--- src/hw/rtl/ssa_pkg.sv ---
// Shared types and constants of the swap slot allocator.
// Holds the beat payload structs, operation and status codes, and the
// command and status groups between the controller and the datapath.
package ssa_pkg;

  localparam int unsigned KIND_W  = 2;
  localparam int unsigned ID_W    = 32;
  localparam int unsigned FRAME_W = 20;
  localparam int unsigned STAT_W  = 3;
  localparam int unsigned SLOT_W  = 10;
  localparam int unsigned CFG_W   = 11;

  localparam logic [CFG_W-1:0] SLOTS_RESET = 11'd1024;

  // operation codes
  localparam logic [KIND_W-1:0] KIND_STORE    = 2'd0;
  localparam logic [KIND_W-1:0] KIND_RETRIEVE = 2'd1;
  localparam logic [KIND_W-1:0] KIND_DELETE   = 2'd2;

  // result status codes
  localparam logic [STAT_W-1:0] ST_OK         = 3'd0;
  localparam logic [STAT_W-1:0] ST_FULL       = 3'd1;
  localparam logic [STAT_W-1:0] ST_NOT_FOUND  = 3'd2;
  localparam logic [STAT_W-1:0] ST_ZERO_FRAME = 3'd3;
  localparam logic [STAT_W-1:0] ST_DUPLICATE  = 3'd4;

  typedef struct packed {
    logic [KIND_W-1:0]  kind;
    logic [ID_W-1:0]    swap_id;
    logic [FRAME_W-1:0] frame_number;
  } in_item_t;

  typedef struct packed {
    logic [STAT_W-1:0] status;
    logic [SLOT_W-1:0] slot;
  } out_item_t;

  // controller to datapath
  typedef struct packed {
    logic clear_step;
    logic capture;
    logic scan_step;
    logic commit;
  } dp_cmd_t;

  // datapath to controller
  typedef struct packed {
    logic clear_last;
    logic scan_done;
    logic out_free;
  } dp_status_t;

endpackage

--- src/hw/rtl/ssa_ctrl.sv ---
// Sequencing state machine of the swap slot allocator.
// Depends on ssa_pkg for the command and status structs and operation codes.
module ssa_ctrl (
  input  logic                         clk_i,
  input  logic                         rst_ni,
  input  logic                         in_valid_i,
  input  logic [ssa_pkg::KIND_W-1:0]   in_kind_i,
  output logic                         in_ready_o,
  input  ssa_pkg::dp_status_t          status_i,
  output ssa_pkg::dp_cmd_t             cmd_o
);
  import ssa_pkg::*;

  typedef enum logic [3:0] {
    S_CLEAR  = 4'b0001,
    S_IDLE   = 4'b0010,
    S_SCAN   = 4'b0100,
    S_COMMIT = 4'b1000
  } state_e;

  state_e state_q, state_d;

  always_comb begin
    state_d    = state_q;
    cmd_o      = '0;
    in_ready_o = 1'b0;
    case (state_q)
      S_CLEAR: begin
        cmd_o.clear_step = 1'b1;
        if (status_i.clear_last) begin
          state_d = S_IDLE;
        end
      end
      S_IDLE: begin
        in_ready_o = 1'b1;
        if (in_valid_i) begin
          cmd_o.capture = 1'b1;
          // the unused operation code needs no walk
          if (in_kind_i inside {KIND_STORE, KIND_RETRIEVE, KIND_DELETE}) begin
            state_d = S_SCAN;
          end else begin
            state_d = S_COMMIT;
          end
        end
      end
      S_SCAN: begin
        cmd_o.scan_step = 1'b1;
        if (status_i.scan_done) begin
          state_d = S_COMMIT;
        end
      end
      S_COMMIT: begin
        // hold until the result register can take the beat
        if (status_i.out_free) begin
          cmd_o.commit = 1'b1;
          state_d      = S_IDLE;
        end
      end
      default: begin
        state_d = S_CLEAR;
      end
    endcase
  end

  always_ff @(posedge clk_i or negedge rst_ni) begin
    if (!rst_ni) begin
      state_q <= S_CLEAR;
    end else begin
      state_q <= state_d;
    end
  end

endmodule

--- config.mk ---
export PLATFORM = sky130hd
export DESIGN_NAME = ssa_ctrl
export DESIGN_NICKNAME = d
export VERILOG_FILES = /design/src/hw/rtl/ssa_pkg.sv /design/src/hw/rtl/ssa_ctrl.sv
export SDC_FILE = /design/constraint.sdc
export NUM_CORES = 1
export LEC_CHECK = 0
export BUFFER_PORTS_ARGS = -buffer_cell sky130_fd_sc_hd__buf_2
export CAP_MARGIN = 20
export CORE_AREA = 2 2 39 41
export CTS_CLUSTER_DIAMETER = 60
export CTS_CLUSTER_SIZE = 20
export DETAILED_ROUTE_END_ITERATION = 12
export DIE_AREA = 0 0 41 43
export PLACE_DENSITY = 0.5
export SLEW_MARGIN = 20
export SYNTH_ARGS = -nofsm -noshare
export SYNTH_HDL_FRONTEND = slang
export SYNTH_SLANG_ARGS = --single-unit
--- constraint.sdc ---
create_clock -name clk_i -period 1.8 [get_ports clk_i]
set_clock_uncertainty 0.2 [all_clocks]
set_input_delay 0.18 -clock clk_i [delete_from_list [all_inputs] [get_ports clk_i]]
set_output_delay 0.18 -clock clk_i [all_outputs]
set_load 0.02 [all_outputs]
==> results of run 1 <==
## cell usage after synthesis (all sizes together)
library cell	n
or2b	1
nand2b	1
o21ai	1
o32ai	2
nand4bb	1
a211oi	2
xnor2	1
nand2	2
nor2	1
a211o	1
nand4b	1
inv	3
a21oi	1
or3b	4
o31ai	1
buf	4
dfrtp	3
and2	2
nor4b	4
dfstp	1
## per-layer routing
metal,vias to the layer above,share of wire (%),GRT usage [%]
li1,185,-,-
met5,-,0,0
met4,0,0,4.00
met1,173,45,13.4
met2,12,50,19.7
met3,0,4.7,3.14
## worst max-delay path, delay by kind of cell, from the launching register on
| family | cells | cell delay [ps] |
|---|---|---|
| buffers and inverters | 2 | 320 |
| AND/OR/NAND/NOR | 2 | 490 |
| flip-flops | 1 | 360 |
## cells by family after synthesis
logic type | count (synthesis) | share of synthesized area, %
and+or+nand+nor | 17 | 38.6
AOI/OAI and AO/OA | 8 | 18.5
buffers and inverters | 7 | 13.9
xor gates and xnor gates | 1 | 2.31
DFF | 4 | 26.7
## power breakdown
group	total [mW]	leakage (nW)	internal [mW]	switching, mW
Clock	0.122	0.0150	0.0833	0.0390
Combinational	0.465	0.182	0.252	0.213
Sequential	0.178	0.0494	0.130	0.0479
## area by class of cell
type / instances / area (um2) / area share [%]
repair buffers: 24 / 175 / 29.5
inverters: 3 / 11.3 / 1.90
clock buffers: 4 / 26.3 / 4.43
multi-input cells: 26 / 258 / 43.5
well taps: 16 / 20.0 / 3.38
flip-flops and latches: 4 / 103 / 17.3
## cell usage in the layout (no fill, tap or decap)
cell	count
a211o_2	1
a211oi_2	2
a21oi_1	1
and2_1	2
buf_12	1
buf_2	10
buf_4	10
clkbuf_1	1
clkbuf_4	3
dfrtp_1	2
dfrtp_2	1
dfstp_2	1
dlygate4sd3_1	3
inv_1	3
nand2_1	2
nand2b_1	1
nand4b_1	1
nand4bb_1	1
nor2_1	1
nor4b_2	1
nor4b_4	3
o21ai_0	1
o31ai_1	1
o32ai_1	2
or2b_1	1
or3b_1	4
xnor2_1	1
## worst max path at each step
| stage | depth (start not counted) | end |
|---|---|---|
| after floorplan | 4 | state_q[1]$_DFFE_PN0P_ |
| final | 4 | cmd_o[0] |
| after global placement | 3 | state_q[3]$_DFFE_PN0P_ |
| after detailed placement | 3 | state_q[3]$_DFFE_PN0P_ |
| after global routing | 4 | cmd_o[0] |
| after CTS | 3 | cmd_o[0] |
## what timing repair did
item	4_1_cts	5_1_grt
setup buffers	2	2
hold buffers	3	0
resized for setup	0	5
pin swaps	1	2
gates cloned	0	0
endpoints found under the hold margin	6	0
setup endpoints to repair	2	4
==> flow_summary.yaml, run 1 <==
synthesis:
  yosys.area.top_type_share_pct: 19.8
  synth_area_um2: 379
  syn-instance-count: 37
  ys_warn_count: 0
  synth_cell_types: 22
  syn_area_per_cell_um2: 10.2
  ys_seq_area_share_pct: 26.7
  syn_nets: 45
  synth_top_cells_by_area: "dfrtp_1 (20%), nor4b_2 (12%), or3b_1 (9.2%)"
  synth-seq-cells: 4
  synth_top_area_cell: "dfrtp_1"
worst_hold_path:
  hold_depth: 3
  hold_class: "input port to register"
  hold_start: "status_i[1]"
  holdPathEnd: "state_q[2]$_DFFE_PN0P_"
sta:
  min_period_ps: 1780
  fin_crit_sh_pct: 99.1
  worst_slew_pin_slew_ps: 265
  hold_violations: 0
  max_slew_margin_pct: 82.3
  drv_slew: 0
  setup_tns_ps: 0
  setup_viol: 0
  fmax_ghz: 0.561
  worst_slack_ps: 16.6
  whs_ps: 39.9
  rsz0062_at_grt: "yes"
finish:
  drive_above_1_share_pct: 54.1
  top_register: "state_q"
  final_util_pct: 42.9
  nets: 70
  largest_reg_flops: 4
  n_fill_cell: 140
  n_antenna_cell: 0
  layout.cells.non_filler: 77
  reg_top3: "state_q (4)"
  syn_to_final_growth_pct: 56.4
  stdcell_area_um2: 593
placement:
  hpwl_um: 639
  preCtsSetupSlack_ps: 156
  globalplace.congestion: 0.722
  dp.cells: 66
  dpl-instance-area_um2: 483
  port_buffers: 12
detailed_routing:
  drt_wl_total_um: 943
  drc: 0
  wl_per_cell_um: 12.2
  drtPass1Iterations: 2
  viasPerCell: 4.81
  ant_nets: 0
  drt_iter0_markers: 3
  vias: 370
floorplan:
  die_w_um: 41
  core_mm2: 0.00138
  ioPinCount: 13
  die-height_um: 43
  die-area_mm2: 0.00176
  rows: 14
  initial_core_util_pct: 27.4
setup_path:
  reg2reg_to: "state_q[1]$_DFFE_PN0P_"
  worstSetupEndpointType: "primary output"
  path_max_fanout: 8
  r2r_start: "state_q[3]$_DFFE_PN0P_"
  slowest_delay_ps: 360
  critPathArrivalTime_ps: 1400
  critPathLaunch: "state_q[0]$_DFFE_PN1P_"
  reg2reg_depth: 4
  critPathKind: "register to primary output"
  cp_cell_sequence: "buf_4, nor4b_4, and2_1, buf_2"
  cp-start-kind: "register"
  regToRegSetupSlack_ps: 120
  slowest_stage: "dfstp_2"
  worst-endpoint-required_ps: 1420
cts:
  htreeDepth: 1
  clk_latency_ps: 240
  numCtsBuffers: 3
  max-clock-path-buffers: 2
  clock-root-buffer: "clkbuf_4"
  clkSlewWorstSetupHoldPaths_ps: 40
  cts.sinks: 4
  cts_tree: "done"
power:
  power_mw: 0.765
  p_leak_nw: 0.246
  irDropWorstVdd_mv: 0.405
  power_density_mw_per_mm2: 1290
global_routing:
  overflow: 0
  antenna_found_initial: 0
  first_global_vias: 352
  grt_pass1_wl_um: 1410
  grt_max_degree: 10
  grt_usage_pct: 11.7
run:
  cap_violations: 0
status:
  outcome: "finished clean"
No activity file was read; power rests on OpenSTA's default activity.
==> inputs of run 2 (changes only) <==
- CELL_PAD_IN_SITES_DETAIL_PLACEMENT: default -> 2
- CELL_PAD_IN_SITES_GLOBAL_PLACEMENT: default -> 2
- CORE_AREA: 2 2 39 41 -> default
- CORE_MARGIN: default -> 2
- CORE_UTILIZATION: default -> 27
- DIE_AREA: 0 0 41 43 -> default
- PLACE_DENSITY: 0.5 -> 0.73
==> flow_summary.yaml, run 2 (same netlist as run 1, synthesis figures left out) <==
status:
  outcome: "finished clean"
setup_path:
  critPathArrivalTime_ps: 1390
  worst-endpoint-required_ps: 1420
  regToRegSetupSlack_ps: 70
  worstSetupEndpointType: "primary output"
  path_max_fanout: 6
  cp-start-kind: "register"
  critPathKind: "register to primary output"
  critPathLaunch: "state_q[0]$_DFFE_PN1P_"
  r2r_start: "state_q[2]$_DFFE_PN0P_"
finish:
  top_register: "state_q"
  final_util_pct: 43.8
  layout_common_cells: "buf_2 (10), buf_4 (6), or3b_1 (4)"
  final_common_cell: "buf_2"
  drive_above_1_share_pct: 56.9
  reg_top3: "state_q (4)"
  nets: 67
  syn_to_final_growth_pct: 50.2
  largest_reg_flops: 4
  n_antenna_cell: 0
sta:
  hold_violations: 0
  min_period_ps: 1770
  worst_slew_pin_slew_ps: 268
  worst_slack_ps: 31.5
  drv_slew: 0
  rsz0062_at_grt: "yes"
  fin_crit_sh_pct: 98.2
  setup_viol: 0
  fmax_ghz: 0.565
  max_slew_margin_pct: 82.1
detailed_routing:
  drc: 0
  ant_nets: 0
  viasPerCell: 5.07
  drt_wl_total_um: 1060
  drt_iter0_markers: 0
  drtPass1Iterations: 1
  wl_per_cell_um: 14.5
  vias: 370
placement:
  hpwl_um: 835
  preCtsSetupSlack_ps: 45.3
  port_buffers: 12
  globalplace.congestion: 0.791
global_routing:
  overflow: 0
  first_global_vias: 376
  antenna_found_initial: 0
  grt_usage_pct: 13.4
  grt_max_degree: 11
  grt_pass1_wl_um: 1790
power:
  p_leak_nw: 0.227
  switching_share_pct: 41.4
  intPower_mw: 0.435
  switching_power_mw: 0.307
  irDropWorstVdd_mv: 0.573
  power_density_mw_per_mm2: 1300
  comb_power_share_pct: 54.4
  power.clock.fraction_pct: 17.0
  pwr-share-seq_pct: 28.5
floorplan:
  ioPinCount: 13
  die_w_um: 41.5
  initial_core_util_pct: 29.1
  die-area_mm2: 0.00172
  core_mm2: 0.00130
  rows: 13
  die-height_um: 41.5
cts:
  clock-root-buffer: "clkbuf_4"
  max-clock-path-buffers: 2
  clk_latency_ps: 240
  cts_tree: "done"
  numCtsBuffers: 3
  htreeDepth: 1
  clkSlewWorstSetupHoldPaths_ps: 40
  cts.sinks: 4
worst_hold_path:
  hold_start: "status_i[1]"
  hold_class: "input port to register"
run:
  cap_violations: 0
==> run 2: cell count changes in the layout (fill, tap and decap cells not counted), sizes merged <==
cell  previous run  this run
buf             21        18
==> run 2: final cells by class <==
type / instances / area (um2)
Timing Repair Buffer: 21 / 148
Clock buffer: 4 / 26.3
Fill cell: 156 / 732
Tap cell: 15 / 18.8
Sequential cell: 4 / 105
Inverter: 3 / 11.3
Multi-Input combinational cell: 26 / 260
==> run 2: timing repair <==
| action | 4_1_cts | 5_1_grt |
|---|---|---|
| endpoints found under the hold margin | 6 | 0 |
| resized for setup | 4 | 6 |
| endpoints found under the setup margin | 3 | 7 |
| pin swaps | 1 | 2 |
| buffers inserted | 1 | 1 |
| hold buffers | 3 | 0 |
==> run 2: routing by layer <==
layer | global-route usage [%] | vias to the layer above | part of all wire (%) | routed length, um
li1 | - | 178 | - | -
met4 | 3.87 | 0 | 0 | 0
met5 | 0 | - | 0 | 0
met3 | 3.91 | 0 | 3.9 | 41
met1 | 16.8 | 184 | 42 | 445
met2 | 22.2 | 8 | 54 | 573
==> run 2: critical path, cell delays in order, from the launching register on <==
cell	delay, ps
dfstp_2	390
buf_6	140
nor4b_4	310
and2_4	200
buf_6	110
==> run 2: metrics by stage <==
step                TNS, ps  area, um2  power, mW  hold slack, ps  cells
floorplan                 0        394      0.460            -316     37
global placement          0        462      0.516            -214     64
detailed placement        0        462      0.542            -212     64
CTS                       0        539      0.707            17.9     72
global route           -113        569      0.800            54.4     73
finish                    0        569      0.742            28.4     73
==> run 2: final timing paths <==
path,end,depth (start not counted)
min in group asynchronous,state_q[1]$_DFFE_PN0P_,2
max in group asynchronous,state_q[0]$_DFFE_PN1P_,2
hold reg to reg,state_q[0]$_DFFE_PN1P_,2
hold / removal,state_q[2]$_DFFE_PN0P_,3
setup / recovery,cmd_o[2],4
setup reg to reg,state_q[1]$_DFFE_PN0P_,4
==> run 2: power groups by stage <==
stage / logic [mW] / registers, mW / clock network, mW
after detailed placement: 0.335 / 0.207 / 0
after global placement: 0.319 / 0.197 / 0
after global routing: 0.439 / 0.220 / 0.141
final: 0.404 / 0.212 / 0.126
after CTS: 0.361 / 0.214 / 0.131
after floorplan: 0.322 / 0.138 / 0
